===== config.mk =====
export PLATFORM = sky130hd
export DESIGN_NAME = h264_nal_splitter_frame_detect_unit
export DESIGN_NICKNAME = d
export VERILOG_FILES = /design/src/design/nsfd_pkg.sv /design/src/design/nsfd_parse.sv /design/src/design/nsfd_decode.sv /design/src/design/h264_nal_splitter_frame_detect_unit.sv
export SDC_FILE = /design/constraint.sdc
export NUM_CORES = 1
export LEC_CHECK = 0
export BUFFER_PORTS_ARGS = -buffer_cell sky130_fd_sc_hd__buf_2
export CELL_PAD_IN_SITES_DETAIL_PLACEMENT = 1
export CELL_PAD_IN_SITES_GLOBAL_PLACEMENT = 1
export CORE_ASPECT_RATIO = 1.4
export CORE_MARGIN = 8
export CORE_UTILIZATION = 49
export CTS_CLUSTER_SIZE = 30
export DETAILED_ROUTE_END_ITERATION = 6
export GPL_ROUTABILITY_DRIVEN = 0
export PLACE_DENSITY_LB_ADDON = 0.3
export SKIP_LAST_GASP = 1
export SYNTH_ARGS = -nofsm -noshare
export SYNTH_HDL_FRONTEND = slang
export SYNTH_SLANG_ARGS = --single-unit

===== constraint.sdc =====
create_clock -name i_clk -period 7.2 [get_ports i_clk]
set_input_delay 0.72 -clock i_clk [delete_from_list [all_inputs] [get_ports i_clk]]
set_output_delay 0.72 -clock i_clk [all_outputs]
set_load 0.05 [all_outputs]

===== src/design/nsfd_pkg.sv =====
// Package for the H.264 Annex B NAL splitter with frame detection.
// Holds the word types, NAL type codes and stream constants.
// No dependencies; every other design file imports it.
`timescale 1ns / 1ps
`default_nettype none

package nsfd_pkg;

    // Default width of the unit byte counter
    localparam int unsigned LENGTH_BITS_DEF = 24;

    // Width of the reported length field
    localparam int unsigned NAL_LEN_W = 24;

    // Header capture depth in bytes
    localparam int unsigned HDR_BYTES = 8;

    // Start code bytes and prefix history after reset
    localparam logic [7:0]  START_BYTE   = 8'h01;
    localparam logic [7:0]  ZERO_BYTE    = 8'h00;
    localparam logic [15:0] PREFIX_RESET = 16'hFFFF;

    // NAL unit type codes
    localparam logic [4:0] NAL_TYPE_SLICE      = 5'd1;
    localparam logic [4:0] NAL_TYPE_IDR        = 5'd5;
    localparam logic [4:0] NAL_TYPE_SEI        = 5'd6;
    localparam logic [4:0] NAL_TYPE_SPS        = 5'd7;
    localparam logic [4:0] NAL_TYPE_PPS        = 5'd8;
    localparam logic [4:0] NAL_TYPE_PREFIX     = 5'd14;
    localparam logic [4:0] NAL_TYPE_SUBSET_SPS = 5'd15;
    localparam logic [4:0] NAL_TYPE_SVC_SLICE  = 5'd20;

    // Header length in bytes for plain and extended units
    localparam logic [2:0] HDR_LEN_PLAIN = 3'd1;
    localparam logic [2:0] HDR_LEN_EXT   = 3'd4;

    // Input word: one stream byte or an end-of-stream mark
    typedef struct packed {
        logic [7:0] data_byte;
        logic       end_of_stream;
    } t_in_word;

    // Result word: one closed NAL unit
    typedef struct packed {
        logic [4:0]           unit_type;
        logic [1:0]           ref_idc;
        logic [NAL_LEN_W-1:0] nal_length;
        logic [15:0]          first_mb;
        logic                 first_mb_valid;
        logic                 starts_new_frame;
        logic                 svc_unsupported;
        logic                 keep_unit;
        logic                 stream_end;
    } t_out_word;

    // Closed unit handed from the parser to the decoder
    typedef struct packed {
        logic                   eos;
        logic [8*HDR_BYTES-1:0] header;
    } t_close;

endpackage

`default_nettype wire


===== src/design/nsfd_parse.sv =====
// Start code scanner: tracks the byte history, counts unit bytes and
// captures the header bytes; registers a closed unit for the decoder.
// Depends on nsfd_pkg.
`timescale 1ns / 1ps
`default_nettype none

module nsfd_parse #(
    parameter int unsigned LENGTH_BITS = nsfd_pkg::LENGTH_BITS_DEF
) (
    input  wire logic                   i_clk,
    input  wire logic                   i_rst_n,
    input  wire logic                   i_advance,
    input  wire logic                   i_in_valid,
    input  nsfd_pkg::t_in_word          i_in_word,
    output logic                        o_cl_valid,
    output nsfd_pkg::t_close            o_cl,
    output logic [LENGTH_BITS-1:0]      o_cl_len
);
    import nsfd_pkg::*;

    localparam logic [LENGTH_BITS-1:0] CountMax = '1;

    logic [15:0]            r_prefix, n_prefix;
    logic                   r_start_seen, n_start_seen;
    logic [LENGTH_BITS-1:0] r_count, n_count;
    logic [LENGTH_BITS-1:0] r_lnz, n_lnz;
    logic [8*HDR_BYTES-1:0] r_hdr, n_hdr;

    logic                   r_cl_valid, n_close;
    t_close                 r_cl, n_cl;
    logic [LENGTH_BITS-1:0] r_cl_len, n_cl_len;

    logic                   match;
    logic [7:0]             in_byte;

    assign in_byte = i_in_word.data_byte;

    // Next scanner state and closed-unit snapshot
    always_comb begin
        n_prefix     = r_prefix;
        n_start_seen = r_start_seen;
        n_count      = r_count;
        n_lnz        = r_lnz;
        n_hdr        = r_hdr;
        n_close      = 1'b0;
        n_cl.eos     = 1'b0;
        n_cl.header  = r_hdr;
        n_cl_len     = '0;
        match        = 1'b0;
        if (i_in_valid) begin
            if (i_in_word.end_of_stream) begin
                // close the open unit untrimmed and return to reset state
                n_close      = 1'b1;
                n_cl.eos     = 1'b1;
                n_cl_len     = r_start_seen ? r_count : '0;
                n_prefix     = PREFIX_RESET;
                n_start_seen = 1'b0;
                n_count      = '0;
                n_lnz        = '0;
                n_hdr        = '0;
            end else begin
                if (r_start_seen) begin
                    for (int k = 0; k < HDR_BYTES; k++) begin
                        if (r_count == LENGTH_BITS'(k)) begin
                            n_hdr[8*k +: 8] = in_byte;
                        end
                    end
                    if (r_count != CountMax) begin
                        n_count = r_count + 1'b1;
                    end
                    if (in_byte != ZERO_BYTE) begin
                        n_lnz = n_count;
                    end
                end
                match    = (r_prefix == {ZERO_BYTE, ZERO_BYTE}) && (in_byte == START_BYTE);
                n_prefix = {r_prefix[7:0], in_byte};
                if (match) begin
                    if (r_start_seen) begin
                        // trimmed length: last nonzero byte before this start code
                        n_close     = 1'b1;
                        n_cl_len    = r_lnz;
                        n_cl.header = n_hdr;
                    end
                    n_start_seen = 1'b1;
                    n_count      = '0;
                    n_lnz        = '0;
                    n_hdr        = '0;
                end
            end
        end
    end

    // Control state
    always_ff @(posedge i_clk) begin
        if (!i_rst_n) begin
            r_prefix     <= PREFIX_RESET;
            r_start_seen <= 1'b0;
            r_count      <= '0;
            r_lnz        <= '0;
            r_hdr        <= '0;
            r_cl_valid   <= 1'b0;
        end else if (i_advance) begin
            r_prefix     <= n_prefix;
            r_start_seen <= n_start_seen;
            r_count      <= n_count;
            r_lnz        <= n_lnz;
            r_hdr        <= n_hdr;
            r_cl_valid   <= n_close;
        end
    end

    // Snapshot payload
    always_ff @(posedge i_clk) begin
        if (i_advance) begin
            r_cl     <= n_cl;
            r_cl_len <= n_cl_len;
        end
    end

    assign o_cl_valid = r_cl_valid;
    assign o_cl       = r_cl;
    assign o_cl_len   = r_cl_len;

endmodule

`default_nettype wire


===== src/design/nsfd_decode.sv =====
// Header decoder: extracts type and ref_idc, handles the SVC extension,
// decodes the first macroblock index and flags new frames into the result register.
// Depends on nsfd_pkg.
`timescale 1ns / 1ps
`default_nettype none

module nsfd_decode #(
    parameter int unsigned LENGTH_BITS = nsfd_pkg::LENGTH_BITS_DEF
) (
    input  wire logic                   i_clk,
    input  wire logic                   i_rst_n,
    input  wire logic                   i_advance,
    input  wire logic                   i_cl_valid,
    input  nsfd_pkg::t_close            i_cl,
    input  wire logic [LENGTH_BITS-1:0] i_cl_len,
    output logic                        o_out_valid,
    output nsfd_pkg::t_out_word         o_out_word
);
    import nsfd_pkg::*;

    logic        r_out_valid;
    t_out_word   r_out, n_out;
    logic        r_pending;

    logic [3:0]  len_clip;
    logic [7:0]  hb [HDR_BYTES];
    logic [4:0]  raw_type, unit_type;
    logic        ext, svc, keep, is_slice, fits, mb_valid;
    logic [2:0]  hdr_len, avail;
    logic [3:0]  diff;
    logic [31:0] code_word, shifted;
    logic [4:0]  lz, shamt;
    logic [15:0] mask, fmb;

    // Clip the length so header bytes at or past it read as zero
    assign len_clip = (|i_cl_len[LENGTH_BITS-1:4]) ? 4'd15 : i_cl_len[3:0];

    always_comb begin
        for (int k = 0; k < HDR_BYTES; k++) begin
            hb[k] = (len_clip > 4'(k)) ? i_cl.header[8*k +: 8] : ZERO_BYTE;
        end
    end

    // Type, ref_idc and the SVC extension
    assign raw_type  = hb[0][4:0];
    assign ext       = (raw_type == NAL_TYPE_PREFIX) || (raw_type == NAL_TYPE_SVC_SLICE);
    assign svc       = ext && hb[1][7];
    assign unit_type = (ext && !svc && raw_type == NAL_TYPE_SVC_SLICE) ? NAL_TYPE_SLICE
                                                                       : raw_type;
    assign keep      = !svc && (unit_type == NAL_TYPE_SLICE || unit_type == NAL_TYPE_IDR ||
                                unit_type == NAL_TYPE_SEI || unit_type == NAL_TYPE_SPS ||
                                unit_type == NAL_TYPE_PPS || unit_type == NAL_TYPE_PREFIX ||
                                unit_type == NAL_TYPE_SUBSET_SPS ||
                                unit_type == NAL_TYPE_SVC_SLICE);
    assign is_slice  = !svc && (unit_type == NAL_TYPE_SLICE || unit_type == NAL_TYPE_IDR);
    assign hdr_len   = ext ? HDR_LEN_EXT : HDR_LEN_PLAIN;

    // Four payload bytes after the header, big-endian
    assign code_word = ext ? {hb[4], hb[5], hb[6], hb[7]} : {hb[1], hb[2], hb[3], hb[4]};

    // Payload bytes inside the unit, at most four
    always_comb begin
        diff  = len_clip - {1'b0, hdr_len};
        avail = 3'd0;
        if (len_clip > {1'b0, hdr_len}) begin
            avail = (diff > 4'd4) ? 3'd4 : diff[2:0];
        end
    end

    // Leading zeros in the upper half; 16 means too many
    always_comb begin
        lz = 5'd16;
        for (int k = 0; k < 16; k++) begin
            if (code_word[16+k]) begin
                lz = 5'(15 - k);
            end
        end
    end

    // Exp-Golomb value: (1 << z) - 1 + info bits
    assign fits     = !lz[4] && ({lz, 1'b1} <= {avail, 3'b000});
    assign shamt    = 5'd31 - {lz[3:0], 1'b0};
    assign shifted  = code_word >> shamt;
    assign mask     = (16'h0001 << lz[3:0]) - 16'h0001;
    assign fmb      = mask + (shifted[15:0] & mask);
    assign mb_valid = is_slice && fits;

    always_comb begin
        n_out.unit_type        = unit_type;
        n_out.ref_idc          = hb[0][6:5];
        n_out.nal_length       = NAL_LEN_W'(i_cl_len);
        n_out.first_mb         = mb_valid ? fmb : 16'h0000;
        n_out.first_mb_valid   = mb_valid;
        n_out.starts_new_frame = mb_valid && !r_pending && (fmb == 16'h0000);
        n_out.svc_unsupported  = svc;
        n_out.keep_unit        = keep;
        n_out.stream_end       = i_cl.eos;
    end

    // Result valid and first-slice tracking
    always_ff @(posedge i_clk) begin
        if (!i_rst_n) begin
            r_out_valid <= 1'b0;
            r_pending   <= 1'b1;
        end else if (i_advance) begin
            r_out_valid <= i_cl_valid;
            if (i_cl_valid) begin
                if (i_cl.eos) begin
                    r_pending <= 1'b1;
                end else if (mb_valid) begin
                    r_pending <= 1'b0;
                end
            end
        end
    end

    // Hold the result payload while stalled
    always_ff @(posedge i_clk) begin
        if (i_advance) begin
            r_out <= n_out;
        end
    end

    assign o_out_valid = r_out_valid;
    assign o_out_word  = r_out;

endmodule

`default_nettype wire


===== src/design/h264_nal_splitter_frame_detect_unit.sv =====
// Top level of the H.264 Annex B NAL splitter with frame detection.
// Holds the input register and the pipeline advance; uses nsfd_parse,
// nsfd_decode and nsfd_pkg.
//
//   channel  direction  handshake                 word
//   input    in         i_in_valid / o_in_stall   i_in_word  (t_in_word)
//   output   out        o_out_valid / i_out_stall o_out_word (t_out_word)
//
// One byte per clock is accepted while o_in_stall is low; the byte or
// end-of-stream mark that closes a unit passes the input register, the
// scanner snapshot and the result register before its result is valid.
// The three stages advance together; o_in_stall rises only while a result
// waits in the output register and the receiver stalls.
// Reset clears all scanner state and valid bits.
`timescale 1ns / 1ps
`default_nettype none

module h264_nal_splitter_frame_detect_unit #(
    parameter int unsigned LENGTH_BITS = nsfd_pkg::LENGTH_BITS_DEF
) (
    input  wire logic           i_clk,
    input  wire logic           i_rst_n,
    input  wire logic           i_in_valid,
    output logic                o_in_stall,
    input  nsfd_pkg::t_in_word  i_in_word,
    output logic                o_out_valid,
    input  wire logic           i_out_stall,
    output nsfd_pkg::t_out_word o_out_word
);
    import nsfd_pkg::*;

    logic                   r_in_valid;
    t_in_word               r_in;
    logic                   advance;
    logic                   cl_valid;
    t_close                 cl;
    logic [LENGTH_BITS-1:0] cl_len;
    logic                   out_valid;

    // Advance all stages unless a result is held by the receiver
    assign advance    = !out_valid || !i_out_stall;
    assign o_in_stall = !advance;

    // Input register
    always_ff @(posedge i_clk) begin
        if (!i_rst_n) begin
            r_in_valid <= 1'b0;
        end else if (advance) begin
            r_in_valid <= i_in_valid;
        end
    end

    always_ff @(posedge i_clk) begin
        if (advance) begin
            r_in <= i_in_word;
        end
    end

    nsfd_parse #(
        .LENGTH_BITS (LENGTH_BITS)
    ) u_parse (
        .i_clk      (i_clk),
        .i_rst_n    (i_rst_n),
        .i_advance  (advance),
        .i_in_valid (r_in_valid),
        .i_in_word  (r_in),
        .o_cl_valid (cl_valid),
        .o_cl       (cl),
        .o_cl_len   (cl_len)
    );

    nsfd_decode #(
        .LENGTH_BITS (LENGTH_BITS)
    ) u_decode (
        .i_clk       (i_clk),
        .i_rst_n     (i_rst_n),
        .i_advance   (advance),
        .i_cl_valid  (cl_valid),
        .i_cl        (cl),
        .i_cl_len    (cl_len),
        .o_out_valid (out_valid),
        .o_out_word  (o_out_word)
    );

    assign o_out_valid = out_valid;

endmodule

`default_nettype wire


== Word level (Yosys, flattened, before mapping) ==
Cells that the tools add are included.
Cells by class
  bitwise logic cells: 1
  shift operators: 2
  eq/ne operators: 19
  order comparisons: 11
  reduce and logical (&&, ||, !) cells: 39
  add/subtract/negate cells: 5
  muxes and demuxes: 67
Operators by type and width (number)
  64-bit 2-to-1 mux: 7
  24-bit 2-to-1 mux: 12
  8-bit 2-to-1 mux: 15
  24-bit by 3-bit == test with 1-bit output, second input constant: 4
  5-bit 2-to-1 mux: 18
  24-bit by 2-bit == test with 1-bit output, second input constant: 2
  16-bit logical NOT: 2
  32-bit 2-to-1 mux: 1
  32-bit by 5-bit >> shifter with 16-bit output: 1
  24-bit by 1-bit adder with 24-bit output, second input constant: 1
  24-bit by 1-bit == test with 1-bit output, second input constant: 1
  24-bit logical NOT: 1
  24-bit inequality test, second input constant: 1
  5-bit by 4-bit == test with 1-bit output, second input constant: 4
  4-bit by 3-bit greater-than comparator with 1-bit output, second input constant: 5
  20-bit OR reduction: 1
  16-bit adder: 1
  16-bit AND: 1
  16-bit 2-to-1 mux: 1
  1-bit by 4-bit << shifter with 16-bit output, first input constant: 1
  16-bit by 1-bit subtractor with 16-bit output, second input constant: 1
  5-bit by 3-bit == test with 1-bit output, second input constant: 3
  5-bit == test, second input constant: 2
  1-bit logical AND: 10
  19 further kinds: 48
Word-level totals
  logic and storage cells: 167
  output and inout bits: 54
  register bits after elaboration: 283

== Depth between registers and ports, before layout ==
Gate-level depths: netlist of run 1.
  depth after elaboration: 29
  depth in mapped cells: 23
  mapped depth without buffers: 20

== Hierarchy ==
A second synthesis of run 1 with hierarchy kept.
Unflattened totals
  cell total of the unflattened synthesis: 1670
  area, all modules: 15512.4 um2
By module, submodules not included
  nsfd_parse: cells each 889, sequential area each 5275.1 um2, times used 1, area an instance 9253.9 um2
  nsfd_decode: cells each 766, sequential area each 1601.5 um2, times used 1, area an instance 5936.9 um2
  h264_nal_splitter_frame_detect_unit: cells each 15, sequential area each 290.3 um2, times used 1, area an instance 321.6 um2

== Worst setup path before layout of run 1 ==
Ideal clock, no wire load.
  path type: input to register
  start: in i_out_stall
  end: reg u_parse.r_cl_valid (netlist: u_parse.o_cl_valid)
  arrival time: 7.322 ns
  setup time: 0.115 ns
  required time: 7.085 ns
  setup slack: -0.237 ns
  stages: 5
  path buffers: 1
  cell sequence: nand2_1 > clkbuf_1 > inv_1 > o2bb2ai_1 > and2_1
Between the ends
  word-level cells in the longest chain between the ends: 2
Ends and longest elaborated chain
  start: declaration: RTL line h264_nal_splitter_frame_detect_unit.sv:27  | input wire logic i_out_stall,
  1-bit logical NOT: RTL line h264_nal_splitter_frame_detect_unit.sv:41  | assign advance = !out_valid || !i_out_stall;
  1-bit logical OR: RTL line h264_nal_splitter_frame_detect_unit.sv:41
  via advance: RTL line h264_nal_splitter_frame_detect_unit.sv:34  | logic advance;
  end signal: assignment: RTL line nsfd_parse.sv:108  | r_cl_valid <= n_close;
  end: declaration: RTL line nsfd_parse.sv:29  | logic r_cl_valid, n_close;
The timed path passes the listed nets, and every way through them passes these cells.
A chain may end at the register's enable or synchronous reset.

==> impl_metrics.ini, run 1 <==
[placed_design]
port_buffers = 66
hpwl_mm = 35.0

[global_routing]
grt_pass1_vias = 13400
antenna_found_initial = 0
grt_pass1_wl_mm = 74.5
overflow = 0
gr-usage-all-layers = 0.258
grt_max_degree = 132

[logic_synthesis]
synth-main-ff-cell = edfxtp_1
synthCells = 1571
synth_cell_types = 101
synthMostInstantiatedCell = edfxtp_1
netlist.area_leader.share = 0.294
ys_ff_latch = 279
synth_top_cells_by_count = 148 x edfxtp_1, 134 x a22oi_1, 131 x dfxtp_1, 128 x nor2b_1, 121 x nor2_1
syn_area_um2 = 15100
async_reset_ff_frac = 0
synthTopCellsByArea = edfxtp_1 29%, dfxtp_1 17%, a22oi_1 6.7%, nor2b_1 5.3%, and2_1 3.5%
syn_nets = 1595
synth-seq-area-share = 0.468
yosysWarnings = 0
synth_edf_count = 148
synth_area_per_cell_um2 = 9.62
synth_top_cell_by_area = edfxtp_1

[cts]
cts.path.max_buffers = 3
clkTransAtPathRegs_ps = 70
clock-sinks = 279
ctsResizeCount = 0
ctsHoldBuffers = 0
cts_tree = yes
cts_buffers = 27
clk_latency_ps = 550
cts-root-buf = clkbuf_16
htreeDepth = 1
cts_setup_buffers = 0

[floorplan]
die_area_um2 = 36800
core_um2 = 30600
die_w_um = 164
num_rows = 76
dieHeight_um = 224
start_util = 0.494
io_pins = 67

[critical_path]
r2r_cells = 18
path_buf_inv = 1
endpoint_kind = register
cp.required_ps = 7580
r2r_start = u_parse.o_cl_len[14]
cp_slowest_cell = or4_4
critical_path.top_delay_family = simple AND/OR/NAND/NOR gates
crit_arrival_ps = 6760
r2r_slack_ps = 830
worstSetupPathType = register to register
crit_fanout = 36
r2r-end = u_decode.o_out_word[3]
crit_path_cell_trace = or4_4 -> nor3_4 -> a31oi_4 -> inv_4 -> ha_1 -> a21oi_1 -> xnor2_1 -> a221o_1 -> or2_2 -> ha_1 -> a2111oi_1 -> nand2_1 -> a2111o_1 -> or3b_1 -> nor4_2 -> nand4_1 -> a2111o_1 -> nor4_2
start_kind = register
critPathLaunch = u_parse.o_cl_len[14]
slowest_delay_ps = 660

[power]
power.density_nw_per_um2 = 213
p_leak_nw = 6.07
vdd_ir_drop_max_uv = 181

[timing]
setup-violations-final = 0
finalCritPeriodShare = 0.885
hold_viol = 0
holdWs_ps = 352
maxSlewViolCount = 0
finClkSkew_ps = 13.0
final.min_clock_period_ps = 6370
slew_headroom = 0.272
worstMarginPinSlew_ps = 1090
rsz0062_at_grt = no
fmax_ghz = 0.157
tns_ps = 0

[job]
cap_violations = 0

[layout]
syn_to_final_growth_pct = 8.98
fill_cells = 3495
drive_above_1_share = 0.117
antenna_cells = 0
nNetsFinal = 1605

[drt]
wl_per_cell_um = 24.1
route.vias.total = 12900
firstDrtPassIters = 5
drt_iter0_drc = 931
route.detailed.drc = 0
via_per_inst = 6.48
drtAntennaViolNets = 0
wl_mm = 48.0

[min_path]
holdPathStages = 1
min_from = i_in_word[1]
hp-class = primary input to register
hold_path_end = r_in[1]

[run_status]
status = finished, final reports clean
-- power breakdown --
group          internal, mW  total (mW)  switching (mW)
Clock                 0.785        1.40           0.613
Sequential             1.68        1.70          0.0173
Combinational         0.120       0.409           0.289
Total                  2.59        3.51           0.919
-- logic make-up after synthesis --
kind of cell / count (synthesis) / share of synthesized area
fa+ha+maj: 11 / 0.00911
xor+xnor: 34 / 0.0197
compound gates: 428 / 0.202
simple gates: 661 / 0.241
mux: 30 / 0.0240
flops: 279 / 0.468
buf+inv: 128 / 0.0371
-- per-layer routing --
layer,routed length (um),track usage,part of all wire
met4,3350,0.179,0.070
met2,25700,0.474,0.53
met3,1900,0.0305,0.040
met1,17100,0.266,0.36
met5,0,0,0
-- how the worst max path moves through the flow --
| stage | end | slack, ps | cells past startpoint |
|---|---|---|---|
| 4_1_cts | u_decode.o_out_word[3] | 830 | 18 |
| 5_1_grt | u_decode.o_out_word[3] | 440 | 19 |
| 2_1_floorplan | u_decode.o_out_word[3] | 1740 | 21 |
| 3_5_place_dp | u_decode.o_out_word[3] | 860 | 18 |
| 6_report | u_decode.o_out_word[3] | 830 | 18 |
| 3_3_place_gp | u_decode.o_out_word[3] | 1150 | 19 |
-- worst register-to-register path: stages (launching register included) --
cell,delay [ps]
edfxtp_1,410
or4_4,660
nor3_4,380
a31oi_4,330
inv_4,460
ha_1,370
a21oi_1,220
xnor2_1,120
a221o_1,290
or2_2,280
ha_1,210
a2111oi_1,410
nand2_1,340
a2111o_1,370
or3b_1,380
nor4_2,180
nand4_1,170
a2111o_1,380
nor4_2,260
-- sequential cells by signal (all words and copies together) (netlist names) --
| signal | flops |
|---|---|
| r_in | 9 |
| r_in_valid | 1 |
| u_decode.o_out_valid | 1 |
| u_decode.o_out_word | 52 |
| u_decode.r_pending | 1 |
| u_parse.o_cl | 63 |
| u_parse.o_cl_len | 24 |
| u_parse.o_cl_valid | 1 |
| u_parse.r_count | 24 |
| u_parse.r_hdr | 62 |
| u_parse.r_lnz | 24 |
| u_parse.r_prefix | 16 |
| u_parse.r_start_seen | 1 |
-- cells in the final DEF (no fill, tap or decap), drive strengths merged, types with 7 or more instances in the layout --
cell and n:
a211oi 7, a21boi 11, a21oi 66, a22o 9, a22oi 134, a31oi 15
and2 84, and3 25, buf 81, clkbuf 38, clkinv 8, dfxtp 131
edfxtp 148, ha 11, inv 30, mux2 7, mux2i 19, nand2 79
nand2b 18, nand3 44, nand4 18, nor2 123, nor2b 128, nor3 67
nor4 29, o21a 7, o21ai 92, o22ai 9, o31ai 9, o32ai 9
or2 8, or3 13, or4 9, xnor2 15, xor2 19
-- per-stage QoR --
step	util	power [mW]	setup slack, ps	area, um^2	instances
3_5_place_dp	0.510	2.13	861	15600	1942
4_1_cts	0.538	3.52	825	16500	1991
2_1_floorplan	-	2.02	1740	15100	1571
5_1_grt	0.538	3.61	442	16500	1991
3_3_place_gp	0.510	2.12	1150	15600	1942
6_report	0.538	3.51	825	16500	1991
-- cell type report --
cell class	count	area [um^2]	area share
multi-input cells	1164	7510	0.456
flip-flops and latches	279	7070	0.429
clock buffers	38	771	0.0468
well taps	390	488	0.0296
repair buffers	81	443	0.0269
inverters	28	108	0.00653
clock inverters	11	88.8	0.00539
(Power assumes the default switching activity.)
==> run 2, diff against run 1 <==
--- a/config.mk
+++ b/config.mk
@@ -10,11 +10,12 @@
 export CELL_PAD_IN_SITES_GLOBAL_PLACEMENT = 1
 export CORE_ASPECT_RATIO = 1.4
 export CORE_MARGIN = 8
-export CORE_UTILIZATION = 49
+export CORE_UTILIZATION = 44
 export CTS_CLUSTER_SIZE = 30
 export DETAILED_ROUTE_END_ITERATION = 6
 export GPL_ROUTABILITY_DRIVEN = 0
 export PLACE_DENSITY_LB_ADDON = 0.3
+export REMOVE_ABC_BUFFERS = 1
 export SKIP_LAST_GASP = 1
 export SYNTH_ARGS = -nofsm -noshare
 export SYNTH_HDL_FRONTEND = slang
==> constraint.sdc (replaced) <==
create_clock -name i_clk -period 5.27 [get_ports i_clk]
set_input_delay 0.527 -clock i_clk [delete_from_list [all_inputs] [get_ports i_clk]]
set_output_delay 0.527 -clock i_clk [all_outputs]
set_load 0.05 [all_outputs]
==> run 2 against run 1 <==
The run now ends with setup timing left. Largest power group unchanged. Non-clock buffer count grew 158. Sequential share of layout area decreased by 5.1 points. Worst hold slack lost 230 ps. Setup slack worse by 990 ps. Critical endpoint unchanged. Die area rose by 10%. Critical path depth grew 1.
==> impl_metrics.ini, run 2 (synthesized netlist as in run 1, its figures left out) <==
[run_status]
status = finished with violations
violations = setup timing

[cts]
clkTransAtPathRegs_ps = 70
cts.path.max_buffers = 3
cts_tree = yes
ctsHoldBuffers = 0
clk_latency_ps = 580
clock-sinks = 279
htreeDepth = 1
cts-root-buf = clkbuf_16
cts_buffers = 28

[critical_path]
worstSetupPathType = register to register
cp.required_ps = 5680
critical_path.top_delay_family = simple AND/OR/NAND/NOR gates
crit_fanout = 6
endpoint_kind = register
path_buf_inv = 2
cp_slowest_cell = or4_4
slowest_delay_ps = 630
start_kind = register
crit_path_cell_trace = or4_4 -> buf_6 -> nor4_4 -> buf_4 -> a21oi_4 -> o311ai_4 -> nand2_1 -> o32ai_1 -> or3_1 -> o311a_1 -> nand3_1 -> nor2_1 -> ha_1 -> a2111o_1 -> or3b_1 -> nor4_2 -> nand4_1 -> a2111o_1 -> nor4_2
crit_arrival_ps = 5850

[global_routing]
grt_max_degree = 82
gr-usage-all-layers = 0.243
overflow = 0
grt_pass1_wl_mm = 79.1
antenna_found_initial = 0
grt_pass1_vias = 14000

[floorplan]
core_um2 = 33900
io_pins = 67
start_util = 0.445
dieHeight_um = 235
die_w_um = 173
die_area_um2 = 40600
num_rows = 80

[drt]
firstDrtPassIters = 5
route.vias.total = 13900
drtAntennaViolNets = 0
route.detailed.drc = 0
drt_iter0_drc = 1187
wl_per_cell_um = 25.2
via_per_inst = 6.29
wl_mm = 55.7

[layout]
drive_above_1_share = 0.246
final_core_util = 0.551
final_cell_mix = 158 x buf_4, 148 x edfxtp_1, 133 x a22oi_1, 131 x dfxtp_1, 127 x nor2b_1
syn_to_final_growth_pct = 23.6
antenna_cells = 0
largest_reg_flops = 63
nNetsFinal = 1764
layout_commonest_cell = buf_4

[timing]
final.min_clock_period_ps = 5440
fmax_ghz = 0.184
rsz0062_at_grt = yes
finalCritPeriodShare = 1.03
finClkSkew_ps = 40.9
worstMarginPinSlew_ps = 1270
fin_ws_ps = -165
hold_viol = 0
tns_ps = -300
maxSlewViolCount = 0
slew_headroom = 0.148
setup-violations-final = 3

[power]
p_leak_nw = 7.01
power.density_nw_per_um2 = 278
vdd_ir_drop_max_uv = 253

[placed_design]
port_buffers = 66
hpwl_mm = 37.8

[min_path]
hp-class = primary input to register

[job]
cap_violations = 0
## run 2: cell count changes in the layout (fill, tap and decap cells not counted), sizes merged
| cell | before | now |
|---|---|---|
| bufinv | 1 | 3 |
| clkbuf | 38 | 36 |
| clkinvlp | 0 | 3 |
| buf | 81 | 237 |
| inv | 30 | 28 |
| clkinv | 8 | 12 |
## run 2: worst paths after layout
path	cells after the start	from	to	slack [ps]
worst max register to register	19	u_parse.o_cl_len[17]	u_decode.o_out_word[3]	-170
worst max-delay path	19	u_parse.o_cl_len[17]	u_decode.o_out_word[3]	-170
worst min-delay path	1	i_in_word[3]	r_in[3]	120
worst min register to register	0	u_parse.o_cl_len[10]	u_decode.o_out_word[31]	480
## run 2: repair_timing
item                                    CTS  global route
resized for setup                        17           124
endpoints found under the setup margin    1             7
buffers inserted                          0            32
gates cloned                              0             2
pin swaps                                 1            52
## run 2: metrics by stage
stage                     cells  worst slack (ps)  power (mW)  instance area (um^2)  hold WS [ps]
after floorplan            1471             -1480        2.73                 14700           427
after CTS                  2180             0.322        5.09                 17700           102
after global routing       2213              -425        5.36                 18700          99.0
final                      2213              -165        5.20                 18700           122
after detailed placement   2128              -108        3.02                 16700           438
after global placement     2128              3.17        3.00                 16700           430
## run 2: final cells by class
class                      instances  area, um^2
clock buffer                      34         764
clock inverter                    18         201
fill                            3771       15300
inverter                          28         110
multi-input combinational       1164        8220
sequential                       279        7070
tap                              451         564
timing repair buffer             239        1760
## run 2: where the power goes
part | internal (mW) | switching [mW]
Combinational | 0.308 | 0.495
Clock | 1.19 | 0.885
Sequential | 2.30 | 0.0234
Total | 3.80 | 1.40
## run 2: routing by layer
layer  vias to the layer above  global-route usage  wire length (um)
met5                         -                   0                 0
met3                       235              0.0339              2690
li1                       6192                   -                 -
met2                       518               0.459             29300
met1                      6969               0.245             19700
met4                         0               0.160              4050
==> run 3, diff against run 2 <==
--- a/config.mk
+++ b/config.mk
@@ -5,6 +5,7 @@
 export SDC_FILE = /design/constraint.sdc
 export NUM_CORES = 1
 export LEC_CHECK = 0
+export ABC_CLOCK_PERIOD_IN_PS = 5270
 export BUFFER_PORTS_ARGS = -buffer_cell sky130_fd_sc_hd__buf_2
 export CELL_PAD_IN_SITES_DETAIL_PLACEMENT = 1
 export CELL_PAD_IN_SITES_GLOBAL_PLACEMENT = 1
==> constraint.sdc (replaced) <==
create_clock -name i_clk -period 5.27 [get_ports i_clk]
set_input_delay 0.7905 -clock i_clk [delete_from_list [all_inputs] [get_ports i_clk]]
set_output_delay 0.7905 -clock i_clk [all_outputs]
set_load 0.05 [all_outputs]
==> run 3 against run 2 <==
Sequential power about the same. First-iteration DRC count decreased by 8.4%. Combinational power decreased by 13%. Via count decreased by 2.7%. The flow still finishes with violations (setup timing). Largest cell class unchanged. Worst hold slack improved by 270 ps. Core utilization decreased by 2.5 points. Critical path type unchanged. Final area decreased by 4.6%. Clock power decreased by 3%. Clock skew decreased by 9.4 ps. Total power decreased by 3.2%. Sequential share of layout area increased by 1.8 points.
==> impl_metrics.ini, run 3 (synthesized netlist as in run 1, its figures left out) <==
[drt]
drt_iter0_drc = 1087
drtAntennaViolNets = 0
firstDrtPassIters = 5
wl_per_cell_um = 24.3
route.vias.total = 13500
route.detailed.drc = 0
wl_mm = 53.2
via_per_inst = 6.19

[layout]
layout_commonest_cell = edfxtp_1
largest_reg_flops = 63
antenna_cells = 0
final_cell_mix = 148 x edfxtp_1, 143 x buf_4, 134 x a22oi_1, 131 x dfxtp_1, 128 x nor2b_1
design_area_um2 = 17800
drive_above_1_share = 0.201
nNetsFinal = 1737
syn_to_final_growth_pct = 17.9

[timing]
final.min_clock_period_ps = 5370
hold_viol = 0
finClkSkew_ps = 31.5
fin_ws_ps = -101
finalCritPeriodShare = 1.02
worstMarginPinSlew_ps = 1240
holdWs_ps = 393
slew_headroom = 0.167
rsz0062_at_grt = yes
setup-violations-final = 1
fmax_ghz = 0.186
maxSlewViolCount = 0

[floorplan]
num_rows = 80
start_util = 0.445
io_pins = 67
dieHeight_um = 235
core_um2 = 33900
die_w_um = 173
die_area_um2 = 40600

[global_routing]
gr-usage-all-layers = 0.252
grt_pass1_vias = 14300
antenna_found_initial = 0
grt_pass1_wl_mm = 82.0
grt_max_degree = 91
overflow = 0

[critical_path]
crit_path_cell_trace = or4_4 -> buf_4 -> nor3_4 -> buf_4 -> a211oi_1 -> a311o_1 -> a21oi_4 -> nor2_4 -> buf_4 -> nor3_1 -> nor3_2 -> nor4_2 -> o21bai_1 -> a211o_1 -> and2_1 -> xor2_1 -> a2111o_1 -> nor4_2
critical_path.top_delay_family = simple AND/OR/NAND/NOR gates
r2r-end = u_decode.o_out_word[3]
cp.required_ps = 5670
crit_arrival_ps = 5770
r2r_start = u_parse.o_cl_len[16]
cp_slowest_cell = or4_4
r2r_slack_ps = -100
worst-path-stages = 18
slowest_delay_ps = 630
worstSetupPathType = register to register
r2r_cells = 18
start_kind = register
crit_top_cell = buf_4
endpoint_kind = register
crit_fanout = 6
path_buf_inv = 3

[min_path]
hold_path_end = r_in[5]
hp-class = primary input to register
min_from = i_in_word[5]
holdPathStages = 1

[cts]
cts_buffers = 28
htreeDepth = 1
clock-sinks = 279
cts.path.max_buffers = 3
clkTransAtPathRegs_ps = 70
clk_latency_ps = 570
cts_tree = yes
cts-root-buf = clkbuf_16

[run_status]
violations = setup timing
status = finished with violations

[placed_design]
dp_slack_ps = -91.1
port_buffers = 66
hpwl_mm = 38.4
place_area_um2 = 16700

[power]
design_power_total_mw = 5.04
vdd_ir_drop_max_uv = 244
power.density_nw_per_um2 = 283
p_leak_nw = 6.77

[job]
cap_violations = 0
## run 3: final cells by class
cell class,instances,area (um^2)
clock buffer,40,828
clock inverter,12,114
fill,3848,16100
inverter,28,108
multi-input combinational,1164,7680
sequential,279,7070
tap,451,564
timing repair buffer,212,1460
## run 3: per-stage QoR
stage	util	std cells	TNS [ps]
after floorplan	-	1471	-86280
after global placement	0.491	2128	0
after detailed placement	0.491	2128	-91.1
after CTS	0.522	2183	0
after global routing	0.525	2186	-369
final	0.525	2186	-101
## run 3: per-layer routing
metal,GRT usage,routed length (um),vias to the layer above
li1,-,-,6146
met1,0.250,18800,6736
met2,0.476,28400,435
met3,0.0326,1980,218
met4,0.176,3950,0
met5,0,0,-
## run 3: worst max-delay path by stage
stage	slack, ps	from	to
after floorplan	-1490	i_out_stall	u_parse.r_lnz[0]
after global placement	0.7	u_parse.o_cl_len[14]	u_decode.o_out_word[3]
after detailed placement	-90	u_parse.o_cl_len[14]	u_decode.o_out_word[3]
after CTS	4	u_parse.o_cl_len[14]	u_decode.o_out_word[3]
after global routing	-340	u_parse.o_cl_len[16]	u_decode.o_out_word[3]
final	-100	u_parse.o_cl_len[16]	u_decode.o_out_word[3]
## run 3: what timing repair did
item                       CTS  global route
hold buffers                 0             0
setup endpoints to repair    1             7
hold endpoints to repair     0             0
resized for setup           15            19
pin swaps                    7             3
setup buffers                3             3
## run 3: power by group
part / switching (mW) / internal, mW / leakage, nW
clock: 0.864 / 1.15 / 0.467
combinational: 0.440 / 0.256 / 3.46
sequential: 0.0234 / 2.30 / 2.85
